<file path="config.mk">
export PLATFORM = sky130hd
export DESIGN_NAME = cfpa_front
export DESIGN_NICKNAME = d
export VERILOG_FILES = /design/src/sv/cfpa_pkg.sv /design/src/sv/cfpa_front.sv
export SDC_FILE = /design/constraint.sdc
export NUM_CORES = 1
export LEC_CHECK = 0
export BUFFER_PORTS_ARGS = -buffer_cell sky130_fd_sc_hd__buf_2
export CAP_MARGIN = 20
export CORE_ASPECT_RATIO = 1.1
export CORE_UTILIZATION = 56
export DETAILED_ROUTE_END_ITERATION = 8
export PLACE_DENSITY = 0.84
export SYNTH_ARGS = -nofsm -noshare
export SYNTH_HDL_FRONTEND = slang
export SYNTH_SLANG_ARGS = --single-unit
</file>
<file path="constraint.sdc">
create_clock -name clk -period 19.2 [get_ports clk]
set_input_delay 3.84 -clock clk [delete_from_list [all_inputs] [get_ports clk]]
set_output_delay 3.84 -clock clk [all_outputs]
set_load 0.02 [all_outputs]
</file>
<file path="src/sv/cfpa_pkg.sv">
`timescale 1ns / 1ps
`default_nettype none
package cfpa_pkg;

  localparam int DATA_WIDTH = 32;
  localparam int FRAC_BITS  = 16;

  localparam int PROD_W = 2 * DATA_WIDTH;
  localparam int ACC_W  = PROD_W + 2;
  localparam int NUM_W  = PROD_W + FRAC_BITS;
  localparam int WIDE_W = NUM_W + 2;
  localparam int REM_W  = PROD_W + 1;
  localparam int SQR_W  = DATA_WIDTH + 3;
  localparam int IT_W   = $clog2(NUM_W + 1);

  localparam int Q_DEPTH = 2;
  localparam int Q_PTR_W = $clog2(Q_DEPTH);
  localparam int Q_CNT_W = $clog2(Q_DEPTH + 1);

  localparam logic [2:0] OP_ADD = 3'd0;
  localparam logic [2:0] OP_SUB = 3'd1;
  localparam logic [2:0] OP_MUL = 3'd2;
  localparam logic [2:0] OP_DIV = 3'd3;
  localparam logic [2:0] OP_MAG = 3'd4;
  localparam logic [2:0] OP_R2C = 3'd5;

  localparam logic [1:0] ST_OK  = 2'd0;
  localparam logic [1:0] ST_DZ  = 2'd1;
  localparam logic [1:0] ST_SAT = 2'd2;

  localparam logic signed [WIDE_W-1:0] SAT_MAX =
    {{(WIDE_W-DATA_WIDTH+1){1'b0}}, {(DATA_WIDTH-1){1'b1}}};
  localparam logic signed [WIDE_W-1:0] SAT_MIN =
    {{(WIDE_W-DATA_WIDTH+1){1'b1}}, {(DATA_WIDTH-1){1'b0}}};

  typedef enum logic [2:0] {
    K_ADD, K_SUB, K_MUL, K_DIV, K_DZ, K_MAG, K_R2C, K_NOP
  } kind_t;

  typedef struct packed {
    kind_t                          kind;
    logic signed [DATA_WIDTH-1:0]   a_re;
    logic signed [DATA_WIDTH-1:0]   a_im;
    logic signed [DATA_WIDTH-1:0]   b_re;
    logic signed [DATA_WIDTH-1:0]   b_im;
  } item_t;

  typedef struct packed {
    logic  valid;
    item_t item;
  } head_t;

  typedef struct packed {
    logic [DATA_WIDTH-1:0] val;
    logic                  hit;
  } sat_t;

  function automatic logic signed [WIDE_W-1:0] sext_d(input logic signed [DATA_WIDTH-1:0] x);
    sext_d = {{(WIDE_W-DATA_WIDTH){x[DATA_WIDTH-1]}}, x};
  endfunction

  function automatic sat_t saturate(input logic signed [WIDE_W-1:0] v);
    sat_t r;
    if (v > SAT_MAX) begin
      r.val = SAT_MAX[DATA_WIDTH-1:0];
      r.hit = 1'b1;
    end else if (v < SAT_MIN) begin
      r.val = SAT_MIN[DATA_WIDTH-1:0];
      r.hit = 1'b1;
    end else begin
      r.val = v[DATA_WIDTH-1:0];
      r.hit = 1'b0;
    end
    return r;
  endfunction

endpackage
`default_nettype wire

</file>
<file path="src/sv/cfpa_front.sv">
`timescale 1ns / 1ps
`default_nettype none
module cfpa_front (
  input  wire logic                                 clk,
  input  wire logic                                 rst,
  input  wire logic                                 start,
  input  wire logic [2:0]                           op,
  input  wire logic signed [cfpa_pkg::DATA_WIDTH-1:0] a_re,
  input  wire logic signed [cfpa_pkg::DATA_WIDTH-1:0] a_im,
  input  wire logic signed [cfpa_pkg::DATA_WIDTH-1:0] b_re,
  input  wire logic signed [cfpa_pkg::DATA_WIDTH-1:0] b_im,
  input  wire logic                                 pop,
  output logic                                      busy,
  output cfpa_pkg::head_t                           head
);
  import cfpa_pkg::*;

  item_t              mem [Q_DEPTH];
  logic [Q_PTR_W-1:0] wr_ptr;
  logic [Q_PTR_W-1:0] rd_ptr;
  logic [Q_CNT_W-1:0] count;
  item_t              cls;
  logic               push;
  logic               take;

  always_comb begin
    cls.a_re = a_re;
    cls.a_im = a_im;
    cls.b_re = b_re;
    cls.b_im = b_im;
    unique case (op)
      OP_ADD:  cls.kind = K_ADD;
      OP_SUB:  cls.kind = K_SUB;
      OP_MUL:  cls.kind = K_MUL;
      OP_DIV:  cls.kind = (b_re == '0 && b_im == '0) ? K_DZ : K_DIV;
      OP_MAG:  cls.kind = K_MAG;
      OP_R2C:  cls.kind = K_R2C;
      default: cls.kind = K_NOP;
    endcase
  end

  assign busy       = (count == Q_CNT_W'(Q_DEPTH));
  assign push       = start && !busy;
  assign take       = pop && (count != '0);
  assign head.valid = (count != '0);
  assign head.item  = mem[rd_ptr];

  always_ff @(posedge clk) begin
    if (push) begin
      mem[wr_ptr] <= cls;
    end
  end

  always_ff @(posedge clk) begin
    if (rst) begin
      wr_ptr <= '0;
      rd_ptr <= '0;
      count  <= '0;
    end else begin
      if (push) begin
        wr_ptr <= wr_ptr + 1'b1;
      end
      if (take) begin
        rd_ptr <= rd_ptr + 1'b1;
      end
      count <= count + Q_CNT_W'(push) - Q_CNT_W'(take);
    end
  end

endmodule
`default_nettype wire

</file>
# Word-level counts from Yosys, hierarchy flattened
# Memories as Yosys holds them, arrays and structs flattened. A register that Yosys moved wholly into a read port is not among the register bits.
# Index checks and enable logic that the tools add are counted.
dict set report totals {
  n_memories 1
  ff_bits 4
  mem_bits_rw 262
  output_inout_bits 133
  in_bits 135
  word_cells 28
}
dict set report classes {
  n_reduce_logical 8
  n_eq_ne 6
  n_addsub 4
  mux 6
}
# name depth word_bits rd rd_ports_with_merged_regs wr line_no
set memory_table {}
lappend memory_table {mem 2 131 1 1 1 cfpa_front.sv:18} ;# item_t mem [Q_DEPTH];
# op count
set op_table {}
lappend op_table {{logical NOT 32 bit} 2}
lappend op_table {{case mux 3 bit (6 select lines)} 1}
lappend op_table {{== test 3 x 2 -> 1 bit, second input constant} 2}
lappend op_table {{== test 3 bit, second input constant} 2}
lappend op_table {{2-to-1 mux 1 bit} 4}
lappend op_table {{== test 3 x 1 -> 1 bit, second input constant} 1}
lappend op_table {{logical AND 1 bit} 3}
lappend op_table {{logical NOT 3 bit} 1}
lappend op_table {{2-to-1 mux 3 bit} 1}
lappend op_table {{adder 1 bit, second input constant} 2}
lappend op_table {{adder 2 x 1 -> 2 bit} 1}
lappend op_table {{== test 2 bit, second input constant} 1}
lappend op_table {{nonzero test 2 bit} 1}
lappend op_table {{subtractor 2 x 1 -> 2 bit} 1}
lappend op_table {{logical NOT 1 bit} 1}

# Longest topological paths before layout
# Gate-level depths: netlist (run 1).
dict set report depth {
  ltp_word 5
  mapped_depth 8
  mapped_depth_nobuf 8
}

# Worst setup path after synthesis (run 1)
# No wires, ideal clock.
dict set report synth_path {
  path_kind {input-to-reg}
  from {in start}
  to {mem mem[0][0] (netlist name), enable pin}
  setup_time_ns 0.623
  stages 2
  arrival_ns 9.374
  path_buffers 0
  t_required_ns 18.577
  path_slack_ns 9.203
  path_cell_list {nand2_1 nor2_1}
}
dict set report synth_between {
  elab_chain_cells 3
}
# item line_no
set synth_lines {}
lappend synth_lines {{start: declaration} cfpa_front.sv:6} ;# input wire logic start,
lappend synth_lines {{logical AND 1 bit} cfpa_front.sv:43} ;# assign push = start && !busy;
lappend synth_lines {{2-to-1 mux 1 bit} cfpa_front.sv:49} ;# if (push) begin
lappend synth_lines {{2-to-1 mux 1 bit (implied by the code)} cfpa_front.sv:50} ;# mem[wr_ptr] <= cls;
lappend synth_lines {{end: declaration} cfpa_front.sv:18}
# No other way between the ends.

==> key figures, run 1 <==
Detailed routing
  • DRC Markers: 0
  • Drt first pass iters: 4
  • Via Count: 5336
  • Final WL: just under 20 mm
  • WL/cell: about 20 um
  • Initial drt markers: about 370
  • Via-to-Cell Ratio: roughly 5.4
  • Post-DRT Antenna Nets: 0

Power and ir drop
  • Gate power share: 25.1%
  • Switch share: 29.31%
  • Power Dens Cells: 137.4 mW/mm^2
  • Share of power burned in registers: a little under half
  • Leak: 4.529 nW
  • Total power draw: about 1.7 mW
  • Sw Pwr: 0.4929 mW
  • Clk pwr share: 28.7%
  • VDD IR max: between 100 and 150 uV
  • Internal Power: between 1 and 1.5 mW

Clocking
  • # hold bufs at CTS: 0
  • CTS H-tree lvls: 1
  • TritonCTS clock tree: done
  • Root Buffer: clkbuf_16
  • Resized Gates After CTS: 0
  • Post-CTS Setup Bufs: 0
  • Skew-Pair Late Insertion Delay: around 0.51 ns
  • Clock slew at reported path FFs: about 0.06 ns
  • # clock sinks: approximately 270
  • Max clock buf depth: 3
  • CTS Buf Count: 26

Critical path
  • Startpoint types: register
  • Crit Path Class: register to primary output
  • Critical path, cell by cell: buf_4 > mux2_2 > buf_2
  • CP Max Fanout: around 70
  • Slowest CP cell: dfxtp_4
  • Register-to-Register Path Depth: 5
  • Data arrival time of the worst path: roughly 2.9 ns
  • WP buf/inv: 2
  • Worst r2r src: count[0]
  • Crit. End Element: primary output
  • Worst path max stage delay: ~0.88 ns
  • CP top delay family: buffers and inverters
  • R2r setup slk: ~16 ns
  • FF-to-FF End: mem[0][10]
  • Worst path required time: between 15 and 20 ns

Cells and area
  • Register area: approximately 0.008 sq mm
  • Final net count: about 880
  • Fillers: approximately 1100
  • Multi-input gate area: 0.001797 sq mm
  • ANT cells: 0
  • Non-Filler Cell Area, Final: roughly 0.012 sq mm
  • Share of layout cells above drive strength 1: 57.54%
  • Area grow syn2layout: 24.22%

Synthesis
  • Post-Syn Instances: 460
  • EDFF count, synth: around 260
  • Ys Warns: 0
  • Main synth FF type: edfxtp_1
  • Synth Net Count: between 500 and 600
  • Synth area leaders: edfxtp_1, mux2_2, dfxtp_1
  • Async SR Flop Fraction: 0%
  • Sequential fraction of the synthesis area: between 80 and 90%
  • Netlist cell types: 24
  • Top-area cell type share of the netlist area: approximately 80%
  • Register bit count reported by yosys: 267
  • Synth Cell Area: roughly 0.0099 sq mm
  • Cell taking the most area after synthesis: edfxtp_1
  • Avg Inst Size Synth: approximately 21 sq um

Die
  • Site Rows: 50
  • Die Ht: 141.1 um
  • Core footprint: 0.01714 sq mm
  • Die width: roughly 130 um
  • Ports: ~270
  • Initial core utilization: ~57%
  • DIE AREA: 0.01814 sq mm

Timing
  • Setup violations, final: 0
  • Sum Neg Setup Slack: 0 ns
  • Slew headroom: a little over a third
  • Final Hold Viols: 0
  • Post-layout min period: approximately 6.7 ns
  • Hold slack final: around 0.54 ns
  • RSZ-0062 raised after global routing: false
  • Final Max Slew Viols: 0
  • Clock skew: between 0.007 and 0.008 ns
  • Least-Margin Pin Slew: around 0.96 ns
  • Final setup margin: 12.45 ns
  • Maximum clock rate: approximately 0.15 GHz
  • Final Cycle Share: about a third

Global route
  • Congestion Overflow GR: 0
  • Routing usage on met2: between 30 and 40%
  • M3 GR Usage: under 10%
  • GRT Total Usage: between 20% and 30%
  • First-pass GRT wire length: 28.96 mm
  • Initial antenna violation count: 1
  • Vias in the first global route: between 5000 and 6000
  • Gr busiest metal: met2
  • Largest net degree at the start of global routing: 73
  • Global Route met1 Usage: around a quarter

Hold path
  • Min-delay src: rd_ptr
  • Worst hold-check path type: register to register
  • Hold Crit Endpoint: rd_ptr
  • WHS Path Cells: 2

Outcome
  • Run status: finished, final reports clean

Place
  • Placed cell areas: about 0.011 sq mm
  • Setup WS pre-CTS: ~13 ns
  • Routability cong.: just over 0.8
  • Post-DP HPWL: approximately 13 mm
  • Port Buffers: 267

Job
  • Max cap viols: 0
synth_stat cells (all sizes together), types with 2 or more instances:
master  instances
nand4           4
o21ai           2
nor2b           2
xor2            2
nor2            5
dfxtp           5
buf            14
inv             2
mux2          131
nor4           17
edfxtp        262
xnor2           3
ha              2
per-stage QoR:
stage	utilization, %	cells
after global placement	66.71	950
after global routing	71.42	997
final	71.42	997
after CTS	71.42	997
after detailed placement	66.71	950
after floorplan	-	460
power groups by stage:
stage                     logic [mW]  clock network [mW]  registers (mW)
final                          0.422               0.482           0.778
after global routing           0.449               0.512           0.785
after CTS                      0.427               0.490           0.779
after detailed placement       0.424                   0           0.790
after global placement         0.414                   0           0.785
after floorplan                0.306                   0           0.780
cell type report:
class | count | area share [%]
clock inverter | 15 | 0.9300
clock buffer | 32 | 5.672
tap | 234 | 2.391
inverter | 2 | 0.06132
timing repair buffer | 271 | 11.16
multi-input combinational | 176 | 14.68
sequential | 267 | 65.11
worst max-delay path by stage:
| stage | from | end | cells after the start |
|---|---|---|---|
| finish | register | head[17] | 3 |
| floorplan | start | mem[0][0] | 2 |
| detailed placement | register | head[45] | 3 |
| global placement | register | head[45] | 3 |
| global route | register | head[17] | 3 |
| CTS | register | head[34] | 3 |
registers in the layout (all words and copies together), names as in the netlist, named ones only:
signal,cells
wr_ptr,1
mem,262
rd_ptr,1
count,2
cell usage in the layout (no fill, tap or decap), types with 2 or more instances in the layout:
cell type	count
bufinv_16	2
dfxtp_1	4
o21ai_0	2
clkbuf_1	5
edfxtp_1	262
nor4_2	2
xor2_1	2
buf_2	267
nor4_1	15
nor2b_1	2
xnor2_1	3
mux2_2	131
nor2_1	4
inv_1	2
ha_1	2
buf_4	4
nand4_1	4
clkinv_1	11
clkbuf_16	27
worst min-delay path, cell delays in order, from the launching register on:
cell and delay (ns):
dfxtp_1 0.33, xnor2_1 0.09, nor2_1 0.08
cell families after synthesis:
logic type	share of synthesized area, %
buffers and inverters	1.054
DFF	80.84
muxes	15.07
adders and majority gates	0.2539
AOI/OAI and AO/OA	0.1904
and+or+nand+nor	2.146
xor gates and xnor gates	0.4444
per-layer routing:
layer | share of wire (%) | wire [um]
met5 | 0 | 0
met4 | 2.3 | 446
met3 | 9.8 | 1931
met2 | 51 | 10090
met1 | 37 | 7175
(Power assumes the default switching activity.)
==> run 2: changes to the inputs <==
--- a/config.mk
+++ b/config.mk
@@ -8,9 +8,9 @@
 export BUFFER_PORTS_ARGS = -buffer_cell sky130_fd_sc_hd__buf_2
 export CAP_MARGIN = 20
 export CORE_ASPECT_RATIO = 1.1
-export CORE_UTILIZATION = 56
+export CORE_UTILIZATION = 47
 export DETAILED_ROUTE_END_ITERATION = 8
-export PLACE_DENSITY = 0.84
+export PLACE_DENSITY = 0.76
 export SYNTH_ARGS = -nofsm -noshare
 export SYNTH_HDL_FRONTEND = slang
 export SYNTH_SLANG_ARGS = --single-unit
==> constraint.sdc (replaced) <==
create_clock -name clk -period 5.8 [get_ports clk]
set_input_delay 1.16 -clock clk [delete_from_list [all_inputs] [get_ports clk]]
set_output_delay 1.16 -clock clk [all_outputs]
set_load 0.02 [all_outputs]
==> run 2 against run 1 <==
- non-clock buffer count unchanged
- first-iteration DRC count decreased by 32%
- combinational power increased to 3.3 times the previous value
- sequential share of layout area decreased by 0.61 points
- critical endpoint is now head[9]
- largest cell class unchanged
- largest power group unchanged
- highest routed layer unchanged
==> key figures, run 2 (synthesized netlist as in run 1, its figures left out) <==
Cells and area
  • Multi-input gate area: 0.001797 sq mm
  • Area grow syn2layout: 25.40%
  • Fillers: between 1000 and 1500
  • Max FFs per register: 262
  • Largest reg by FF count: mem
  • Final net count: 881
  • Share of layout cells above drive strength 1: 58.25%
  • Register area: 0.007971 sq mm
  • Largest regs: mem: 262 flops, count: 2 flops
  • Most common cell after layout, fill and taps aside: buf_2
  • Most frequent cells in the layout: buf_2, edfxtp_1, mux2_2

Global route
  • Vias in the first global route: 5670
  • First-pass GRT wire length: 29.19 mm
  • Largest net degree at the start of global routing: ~110
  • Initial antenna violation count: 1
  • GRT Total Usage: between 10% and 20%
  • Congestion Overflow GR: 0

Power and ir drop
  • Power Dens Cells: roughly 460 mW/mm^2
  • Leak: about 4.6 nW
  • VDD IR max: around 340 uV
  • Total power draw: approximately 5.7 mW

Clocking
  • Post-CTS Setup Bufs: 0
  • Resized Gates After CTS: 0
  • Max clock buf depth: 3
  • Skew-Pair Late Insertion Delay: ~0.52 ns
  • Clock slew at reported path FFs: about 0.06 ns
  • TritonCTS clock tree: done
  • CTS H-tree lvls: 1
  • Root Buffer: clkbuf_16
  • # hold bufs at CTS: 0
  • # clock sinks: approximately 270
  • CTS Buf Count: 26

Outcome
  • Run status: finished, final reports clean

Timing
  • Slew headroom: 43.40%
  • Sum Neg Setup Slack: 0 ns
  • Final Max Slew Viols: 0
  • RSZ-0062 raised after global routing: false
  • Final Hold Viols: 0
  • Post-layout min period: ~3.6 ns
  • Final Cycle Share: a little over three fifths
  • Final setup margin: about 2.2 ns
  • Clock skew: between 0.01 and 0.015 ns
  • Least-Margin Pin Slew: 0.8470 ns
  • Setup violations, final: 0
  • Maximum clock rate: between 0.2 and 0.3 GHz

Die
  • Core footprint: around 0.021 sq mm
  • DIE AREA: about 0.022 sq mm
  • Die Ht: around 150 um
  • Ports: 268
  • Die width: between 100 and 150 um
  • Site Rows: between 50 and 60
  • Initial core utilization: 47.90%

Place
  • Routability cong.: ~0.79
  • Post-DP HPWL: approximately 13 mm
  • Setup WS pre-CTS: 2.674 ns
  • Port Buffers: ~270

Detailed routing
  • Final WL: 19.29 mm
  • Via-to-Cell Ratio: 5.143
  • WL/cell: approximately 19 um
  • Initial drt markers: approximately 250
  • DRC Markers: 0
  • Via Count: 5251
  • Drt first pass iters: 4
  • Post-DRT Antenna Nets: 0

Critical path
  • Worst path required time: approximately 4.6 ns
  • CP Max Fanout: 71
  • Data arrival time of the worst path: approximately 2.5 ns
  • Startpoint types: register
  • Crit Path Class: register to primary output
  • Crit. End Element: primary output

Job
  • Max cap viols: 0

Hold path
  • Worst hold-check path type: register to register
[run 2: cell types whose count changed in the layout (fill, tap and decap cells not counted)]
cell       before  now
clkinv_1       11    8
buf_4           4    2
bufinv_16       2    4
clkbuf_1        5    3
clkinv_2        1    5
buf_12          0    2
diode_2         0    1
[run 2: layout make-up]
class                   count  area share, %
well taps                 256          2.592
clock inverters            18          1.478
repair buffers            271          11.26
multi-input cells         176          14.54
flip-flops and latches    267          64.50
diodes                      1        0.02025
clock buffers              30          5.558
inverters                   2        0.06074
[run 2: path summary, 6_finish.rpt]
check	from	endpoint	slack [ns]	cells past startpoint
worst max register to register	count[0]	mem[0][103]	3.49	4
worst max-delay path	register	head[9]	2.17	3
worst min-delay path	rd_ptr	rd_ptr	0.53	2
worst min register to register	rd_ptr	rd_ptr	0.53	2
[run 2: per-layer routing]
| metal | vias to the layer above | track usage [%] | routed length [um] |
|---|---|---|---|
| met5 | - | 0 | 0 |
| met4 | 0 | 6.436 | 429 |
| li1 | 2427 | - | - |
| met3 | 32 | 6.042 | 1788 |
| met2 | 226 | 30.83 | 9858 |
| met1 | 2566 | 19.94 | 7216 |
[run 2: report_power, final]
group / switching (mW) / total [mW] / internal [mW] / leakage, nW
combinational: 0.851 / 1.41 / 0.558 / 1.66
sequential: 0.114 / 2.56 / 2.45 / 2.49
clock: 0.671 / 1.69 / 1.02 / 0.425
[run 2: per-stage QoR]
| stage | area [sq um] | hold WS, ns | cells | utilization, % |
|---|---|---|---|---|
| 5_1_grt | 12360 | 0.5596 | 1021 | 60.07 |
| 6_report | 12360 | 0.5298 | 1021 | 60.07 |
| 4_1_cts | 12360 | 0.5304 | 1020 | 60.05 |
| 3_3_place_gp | 11490 | 0.4975 | 972 | 55.83 |
| 2_1_floorplan | 9858 | 0.4811 | 460 | - |
| 3_5_place_dp | 11490 | 0.5179 | 972 | 55.83 |
[run 2: critical path, stage by stage, from the launching register on]
cell and delay [ns]:
dfxtp_4 0.86, buf_12 0.39, mux2_2 0.40, buf_2 0.16
